**config.mk**
```make
export PLATFORM = sky130hd
export DESIGN_NAME = hcbp_out_queue
export DESIGN_NICKNAME = d
export VERILOG_FILES = /design/src/rtl/hcbp_pkg.sv /design/src/rtl/hcbp_out_queue.sv
export SDC_FILE = /design/constraint.sdc
export NUM_CORES = 1
export LEC_CHECK = 0
export ABC_AREA = 1
export BUFFER_PORTS_ARGS = -buffer_cell sky130_fd_sc_hd__buf_4
export CORE_MARGIN = 2
export CORE_UTILIZATION = 62
export CTS_CLUSTER_SIZE = 25
export DETAILED_ROUTE_END_ITERATION = 10
export PLACE_DENSITY = 0.85
export SLEW_MARGIN = 40
export SYNTH_ARGS = -nofsm -noshare
export SYNTH_HDL_FRONTEND = slang
export SYNTH_SLANG_ARGS = --single-unit
export TNS_END_PERCENT = 30
```
**constraint.sdc**
```tcl
create_clock -name aclk -period 4.95 [get_ports aclk]
set_input_delay 0.99 -clock aclk [delete_from_list [all_inputs] [get_ports aclk]]
set_output_delay 0.99 -clock aclk [all_outputs]
set_load 0.05 [all_outputs]
```
**src/rtl/hcbp_pkg.sv**
```systemverilog
`default_nettype none

package hcbp_pkg;

    localparam int SYM_BITS       = 8;
    localparam int LEN_BITS       = 7;
    localparam int ACT_BITS       = 2;
    localparam int TABLE_DEPTH    = 256;
    localparam int OUT_BITS       = 64;
    localparam int SHIFT_BITS     = 8;
    localparam int QUEUE_DEPTH    = 4;
    localparam int QUEUE_PTR_BITS = 2;
    localparam int QUEUE_CNT_BITS = 3;
    localparam int S_TDATA_BITS   = 80;

    localparam logic [SYM_BITS-1:0] END_SYMBOL   = 8'd0;
    localparam logic [SYM_BITS-1:0] ESCAPE_RESET = 8'd92;

    typedef enum logic [ACT_BITS-1:0] {
        ACT_LOAD   = 2'd0,
        ACT_ENCODE = 2'd1,
        ACT_FINISH = 2'd2
    } action_t;

    typedef struct packed {
        logic valid;
        logic flush;
    } pack_op_t;

    typedef struct packed {
        logic                last;
        logic [OUT_BITS-1:0] word;
    } out_item_t;

endpackage

`default_nettype wire

```
**src/rtl/hcbp_out_queue.sv**
```systemverilog
`default_nettype none

module hcbp_out_queue (
    input  wire logic                                  aclk,
    input  wire logic                                  aresetn,
    input  wire logic                                  push_valid,
    input  wire hcbp_pkg::out_item_t                   push_item,
    input  wire logic                                  pop,
    output      logic                                  head_valid,
    output      hcbp_pkg::out_item_t                   head_item,
    output      logic [hcbp_pkg::QUEUE_CNT_BITS-1:0]   count
);

    localparam int PB = hcbp_pkg::QUEUE_PTR_BITS;
    localparam int CB = hcbp_pkg::QUEUE_CNT_BITS;

    hcbp_pkg::out_item_t entries [hcbp_pkg::QUEUE_DEPTH];

    logic [PB-1:0] head_reg, head_next;
    logic [PB-1:0] tail_reg, tail_next;
    logic [CB-1:0] count_reg, count_next;
    logic          do_pop;

    always_comb begin
        do_pop     = pop && (count_reg != '0);
        head_next  = do_pop ? head_reg + PB'(1) : head_reg;
        tail_next  = push_valid ? tail_reg + PB'(1) : tail_reg;
        count_next = count_reg + CB'(push_valid) - CB'(do_pop);
        head_valid = (count_reg != '0);
        head_item  = entries[head_reg];
        count      = count_reg;
    end

    always_ff @(posedge aclk) begin
        if (push_valid) begin
            entries[tail_reg] <= push_item;
        end
    end

    always_ff @(posedge aclk) begin
        if (!aresetn) begin
            head_reg  <= '0;
            tail_reg  <= '0;
            count_reg <= '0;
        end else begin
            head_reg  <= head_next;
            tail_reg  <= tail_next;
            count_reg <= count_next;
        end
    end

`ifndef SYNTHESIS
    a_no_overflow: assert property (@(posedge aclk) disable iff (!aresetn)
        (count_reg == CB'(hcbp_pkg::QUEUE_DEPTH)) |-> !push_valid)
        else $error("word pushed into full queue");
    a_count_bound: assert property (@(posedge aclk) disable iff (!aresetn)
        count_reg <= CB'(hcbp_pkg::QUEUE_DEPTH))
        else $error("queue count out of range");
    a_push_to_empty: assert property (@(posedge aclk) disable iff (!aresetn)
        (count_reg == '0 && push_valid) |=> head_valid)
        else $error("pushed word not visible");
`endif

endmodule

`default_nettype wire

```
# After elaboration in Yosys (flattened, before gate mapping)

Memories as Yosys holds them, arrays and structs flattened. A register that Yosys moved wholly into a read port is not among the register bits.
Index checks and enable logic that the tools add are counted.

Add/sub/neg operators: 4
Reduce and logical (&&, ||, !) cells: 2
Multiplexer cells: 4

Operators by type and width:

| kind                                                           | number |
|---|---|
| 2-bit by 1-bit adder with 2-bit output (second input constant) | 2 |
| 2-bit 2-to-1 mux                                               | 2 |
| 3-bit by 1-bit adder with 3-bit output                         | 1 |
| 3-bit nonzero test                                             | 1 |
| 3-bit by 1-bit subtractor with 3-bit output                    | 1 |
| 1-bit 2-to-1 mux                                               | 2 |
| 1-bit logical AND                                              | 1 |

Flip-flop bits (word level): 7
Memory bits (writable): 260
Memories kept: 1
Output and inout bits: 69
Word-level logic and storage cells: 14

Memory list:

| memory  | words | bits a word | rd ports | clocked after Yosys merged registers in | write ports | line                 | text |
|---|---|---|---|---|---|---|---|
| entries | 4     | 65          | 1        | 1                                       | 1           | hcbp_out_queue.sv:17 | `hcbp_pkg::out_item_t entries [hcbp_pkg::QUEUE_DEPTH];` |

# Logic depth before layout (Yosys ltp)

Gate-level depths: netlist of the first run.

Depth after elaboration: 4
Mapped depth: 9
Depth with buffers taken out: 9

# Least setup slack after synthesis of the first run

No wires, ideal clock.

Path type: in2reg
From: in push_valid
To: mem entries[0][0] in the netlist's numbering (enable)
Arrival: 2.287 ns
Setup slack: 2.243 ns
Setup time: 0.419 ns
Cell stages on the path: 2
Cells stage by stage: nand2_1 inv_1

Cells in the longest elaborated chain, start to end: 2

RTL lines:

| element                                | line                 | text |
|---|---|---|
| start: declaration                     | hcbp_out_queue.sv:6  | `input wire logic push_valid,` |
| 1-bit 2-to-1 mux                       | hcbp_out_queue.sv:35 | `if (push_valid) begin` |
| 1-bit 2-to-1 mux (not written as such) | hcbp_out_queue.sv:36 | `entries[tail_reg] <= push_item;` |
| end: declaration                       | hcbp_out_queue.sv:17 |  |

No other way between the ends.

==> results of run 1 <==
## stage by stage
stage / hold WS, ns / instance area [sq um] / util (%) / std cells
2_1_floorplan: 0.4481 / 10410 / - / 689
5_1_grt: 0.5506 / 12250 / 74.15 / 1055
4_1_cts: 0.5220 / 12250 / 74.14 / 1055
3_3_place_gp: 0.4640 / 11480 / 69.49 / 1012
3_5_place_dp: 0.4973 / 11500 / 69.58 / 1012
6_report: 0.5378 / 12250 / 74.15 / 1055
## layout make-up
type / instances / area [sq um]
clock inverter: 8 / 40.04
fill: 990 / 4272
multi-input combinational: 361 / 2058
timing repair buffer: 145 / 1092
tap: 220 / 275.3
sequential: 269 / 7993
clock buffer: 35 / 714.4
inverter: 17 / 80.08
## cells by family (layout without fill, tap and decap cells)
kind of cell | count (synthesis) | count (layout) | synth area share [%]
adder cells (fa/ha/maj) | 7 | 7 | 0.9137
flip-flops | 269 | 269 | 76.75
AND/OR/NAND/NOR | 151 | 151 | 6.913
AO/OA/AOI/OAI | 203 | 203 | 11.95
buffers and inverters | 59 | 205 | 3.474
## power by group
group	switching (uW)	leakage, uW	internal, uW	total, uW
Sequential	60.8	0.00246	2620	2680
Combinational	1520	0.00147	566	2090
Clock	758	0.000372	1000	1760
Total	2340	0.00431	4180	6520
## metal layers
| layer | global-route usage [%] | share of wire [%] | up-vias | routed length [microns] |
|---|---|---|---|---|
| li1 | - | - | 2834 | - |
| met1 | 29.78 | 39 | 3002 | 8113 |
| met2 | 40.92 | 51 | 259 | 10710 |
| met3 | 3.767 | 6.7 | 49 | 1394 |
| met5 | 0 | 0 | - | 0 |
| met4 | 8.156 | 2.8 | 0 | 590 |
## worst paths after layout
path,from,to,slack [ns],cells after the start
max,flip-flop,head_item[3],1.41,4
min,head_reg[0],head_reg[0],0.54,2
max reg2reg,tail_reg[0],entries[2][49],2.76,5
min reg2reg,head_reg[0],head_reg[0],0.54,2
## placed cells by master, fill, tap and decap left out, types with 2 or more instances in the layout
cell / Yosys / routed
inv_4: 0 / 2
clkbuf_1: 17 / 6
o22ai_1: 45 / 45
ha_1: 6 / 6
clkinv_2: 0 / 3
inv_1: 15 / 11
clkbuf_8: 0 / 3
dfxtp_1: 9 / 7
clkbuf_16: 0 / 26
inv_2: 1 / 3
buf_4: 1 / 144
nand2_1: 14 / 14
clkinv_1: 0 / 4
o22ai_2: 20 / 20
nand3_1: 2 / 2
o21ai_0: 92 / 92
edfxtp_1: 260 / 260
o21ai_2: 5 / 5
o21ai_1: 35 / 35
nor2_1: 115 / 115
nor2_4: 20 / 20
a21oi_1: 5 / 5
## critical path: cells and delay by family (launching register included)
| family | cells | cell delay (ns) |
|---|---|---|
| buffers and inverters | 2 | 0.85 |
| flip-flops | 1 | 0.59 |
| AO/OA/AOI/OAI | 2 | 0.55 |
==> metrics.txt, run 1 <==
status finished, final reports clean; sequential element share of the synthesized area 76.75%; Overflow after GRT 0; maximum clock rate 0.2826 GHz; Clock Tree Root clkbuf_16; Setup crit end kind primary output; clock buffer depth 3; Final Skew 0.02303 ns; Initial DRC Count 503; CTS Buf Count 25; IO Pins 138; Post-Place Setup Slack 1.973 ns; MaxCap Viol Count 0; ANT nets after route 0; syn_nets 765; port bufs 137; Max-slew headroom 48.50%; Hold WC Path Type reg2reg; first-pass GRT wire length 32.17 mm; power per cell area 532.5 nW/um^2; Seq cells post-synth 269; ys async rst share 0%; crit path DAT 2.55 ns; Setup Crit Path Kind reg2out; Tcrit/Tclk final 71.49%; CTS tree yes; crit start category flip-flop; max reg flops 260; leakage power total 0.004310 uW; RSZ-0062 raised after global routing false; # rows 47; CP max FO 100; dpl hpwl 11.78 mm; syn avg cell area 15.11 sq um; Hold Fails Final Rpt 0; DR WL/cell 19.73 microns; ys flop type edfxtp_1; nets 895; GP Congestion 0.7346; Clock Sink Count 269; area leader, netlist edfxtp_1; area added between synthesis and finish 17.73%; top-count cell post-synth edfxtp_1; initial antenna violation count 0; critical path required time 3.96 ns; Critical Path Slowest Stage Cell dfxtp_4; max incr delay on CP 0.59 ns; post-route setup slack 1.411 ns; H-tree depth 1; Die X-Extent 133.6 microns; cell count after synthesis 689; Setup TNS 0 ns; min Tclk post-route 3.539 ns; pin slew with the least headroom to its limit 0.7713 ns; Mapped Area 10410 sq um; DR vias/cell 5.824; largest net degree at the start of global routing 131; vias in the first global route 6157; GRT Util Overall 23.30%; core area 16520 sq um; share of cells above drive strength 1 27.66%; die height 133.6 microns; Synth cell types 23; Max IR drop VDD 396.6 uV; cells along the critical path buf_6 -> o21ai_0 -> o22ai_1 -> buf_4; clock slew at reported path FFs 0.06 ns; ranking of synthesized cells by area edfxtp_1, o21ai_0, nor2_1, o22ai_1, o22ai_2; Final Setup Violations 0; Post-Route WL 20.81 mm; Post-route DRC 0; Post-CTS Hold Fix Bufs 0; Starting Density 62.98%; Clock Latency Late Sink 0.51 ns; top cells by count, synth edfxtp_1, nor2_1, o21ai_0, o22ai_1, o21ai_1; post_cts resized 0; postcts setup bufs 0; Die ar. 17840 sq um; Synth top area share 75.02%; Pre-Repair DR Iteration Count 5; EDFF count, synth 260; vias 6144; Power Total 6524 uW; Ys Warns 0; Pins Over Slew Limit 0; # diodes 0
(Power assumes the default switching activity.)
==> run 2, diff against run 1 <==
--- a/config.mk
+++ b/config.mk
@@ -8,10 +8,10 @@
 export ABC_AREA = 1
 export BUFFER_PORTS_ARGS = -buffer_cell sky130_fd_sc_hd__buf_4
 export CORE_MARGIN = 2
-export CORE_UTILIZATION = 62
+export CORE_UTILIZATION = 52
 export CTS_CLUSTER_SIZE = 25
 export DETAILED_ROUTE_END_ITERATION = 10
-export PLACE_DENSITY = 0.85
+export PLACE_DENSITY = 0.76
 export SLEW_MARGIN = 40
 export SYNTH_ARGS = -nofsm -noshare
 export SYNTH_HDL_FRONTEND = slang
==> constraint.sdc (replaced) <==
create_clock -name aclk -period 2.9 [get_ports aclk]
set_input_delay 0.58 -clock aclk [delete_from_list [all_inputs] [get_ports aclk]]
set_output_delay 0.58 -clock aclk [all_outputs]
set_load 0.05 [all_outputs]
==> run 2 against run 1 <==
  * Sequential power increased by 69%
  * Power increased by 74%
  * Largest cell class unchanged
  * Highest routed layer unchanged
  * Sequential share of layout area decreased by 1.3 points
  * Non-clock buffer count increased by 10
  * Wire length decreased by 3.9%
==> metrics.txt, run 2 (same netlist as run 1, synthesis figures left out) <==
Clock Latency Late Sink 0.51 ns (about the same); Max IR drop VDD 653.4 uV (was 396.6 uV); Post-route DRC 0 (unchanged); crit start category flip-flop (unchanged); vias in the first global route 6114 (was 6157); Post-Place Setup Slack 0.7430 ns (was 1.973 ns); vias 5995 (was 6144); Overflow after GRT 0 (unchanged); area added between synthesis and finish 20.04% (was 17.73%); maximum clock rate 0.3709 GHz; Setup Crit Path Kind reg2out (unchanged); Hold WC Path Type in2reg (was reg2reg); share of cells above drive strength 1 28.47% (was 27.66%); Tcrit/Tclk final 92.97%; Initial DRC Count 397 (was 503); clock slew at reported path FFs 0.07 ns (was 0.06 ns); postcts setup bufs 0 (unchanged); status finished, final reports clean (unchanged); Hold Fails Final Rpt 0 (unchanged); most common cell after layout, fill and taps aside edfxtp_1 (unchanged); GRT Util Overall 18.72% (was 23.30%); critical path required time 2.32 ns (was 3.96 ns); first-pass GRT wire length 31.56 mm (was 32.17 mm); leakage power total 0.004399 uW (was 0.004310 uW); Pre-Repair DR Iteration Count 5 (unchanged); critical path's top delay family buffers and inverters (unchanged); post-route setup slack 0.2038 ns (was 1.411 ns); fin cells 1116 (was 1055); cells along the critical path inv_6 -> buf_4 -> nor2_1 -> o22ai_1 -> buf_4 (was buf_6 -> o21ai_0 -> o22ai_1 -> buf_4); dpl hpwl 11.44 mm (was 11.78 mm); clock buffer depth 3 (unchanged); CTS Buf Count 26 (was 25); # rows 51 (was 47); port bufs 137 (unchanged); Clock Tree Root clkbuf_16 (unchanged); die height 145.5 microns (was 133.6 microns); Pins Over Slew Limit 0 (unchanged); MaxCap Viol Count 0 (unchanged); pin slew with the least headroom to its limit 0.6869 ns (was 0.7713 ns); IO Pins 138 (unchanged); Die ar. 21160 sq um (was 17840 sq um); DR vias/cell 5.372 (was 5.824); Critical Path Slowest Stage Cell dfxtp_4 (unchanged); most frequent CP cell buf_4; max reg flops 260 (unchanged); post_cts resized 0 (unchanged); Worst Path Buf+Inv 3 (was 2); Clock Sink Count 269 (unchanged); Setup crit end kind primary output (unchanged); placed cell count 1067 (was 1012); power per cell area 911.0 nW/um^2 (was 532.5 nW/um^2); ANT nets after route 0 (unchanged); max incr delay on CP 0.37 ns (was 0.59 ns); largest net degree at the start of global routing 131 (unchanged); # fillers 1424 (was 990); DR WL/cell 17.91 microns (was 19.73 microns); Starting Density 53.30% (was 62.98%); H-tree depth 1 (unchanged); core area 19530 sq um (was 16520 sq um); most frequent cells in the layout edfxtp_1, buf_4, nor2_1, o21ai_0, o22ai_1 (unchanged); Post-Route WL 19.99 mm (was 20.81 mm); CTS tree yes (unchanged); CP max FO 62 (was 100); initial antenna violation count 1 (was 0); nets 906 (was 895); Final Skew 0.008359 ns (was 0.02303 ns); min Tclk post-route 2.696 ns; Final Setup Violations 0 (unchanged); RSZ-0062 raised after global routing false (unchanged); Die X-Extent 145.5 microns (was 133.6 microns); GP Congestion 0.7388 (was 0.7346); Post-CTS Hold Fix Bufs 0 (unchanged); crit path DAT 2.12 ns (was 2.55 ns); Max-slew headroom 54.20% (was 48.50%); Setup TNS 0 ns (unchanged)
==> run 2: changes by cell type in the layout (fill, tap and decap cells not counted), sizes merged <==
cell / delta
buf: +10
clkinv: +3
bufinv: +2
diode: +1
==> run 2: power by group <==
part	internal (uW)	total, uW	leakage, uW	switching, uW
Clock	1880	3190	0.000399	1320
Combinational	1040	3660	0.00154	2620
Sequential	4460	4530	0.00246	61.1
==> run 2: path summary, 6_finish.rpt <==
path	start	endpoint	slack [ns]	depth (start not counted)
worst max-delay path	flip-flop	head_item[3]	0.20	5
worst min-delay path	push_item[20]	entries[1][20]	0.26	1
worst max register to register	count[1]	count[2]	1.15	9
worst min register to register	head_reg[0]	head_reg[0]	0.49	2
==> run 2: stage by stage <==
stage          hold WS [ns]  cell area [sq um]  util, %  power, uW
3_5_place_dp         0.4783              11680    59.80       8293
5_1_grt              0.2473              12490    63.98      11840
3_3_place_gp         0.4659              11680    59.80       8243
6_report             0.2617              12490    63.98      11380
4_1_cts              0.2454              12490    63.97      11470
2_1_floorplan        0.4481              10410        -       7283
==> run 2: final cells by class <==
class	count	area [sq um]	share of cell area, %
timing repair buffer	155	1226	9.815
multi-input combinational	361	2058	16.47
sequential	269	7993	63.98
inverter	17	68.82	0.5508
antenna	1	2.502	0.02003
clock inverter	13	107.6	0.8613
clock buffer	35	705.7	5.648
tap	265	331.6	2.654
==> run 2: worst reg2reg max path: cells and delay by family (launching register included) <==
kind	cells	cell delay, ns
fa+ha+maj	3	0.84
simple gates	4	0.37
flops	1	0.34
compound gates	1	0.10
buf+inv	1	0.04
==> run 2: metal layers <==
layer	global-route usage (%)	vias to the layer above	wire length, microns
li1	-	2865	-
met1	25.34	2919	8415
met2	31.49	181	10010
met3	3.197	30	1154
met4	5.686	0	412
met5	0	-	0
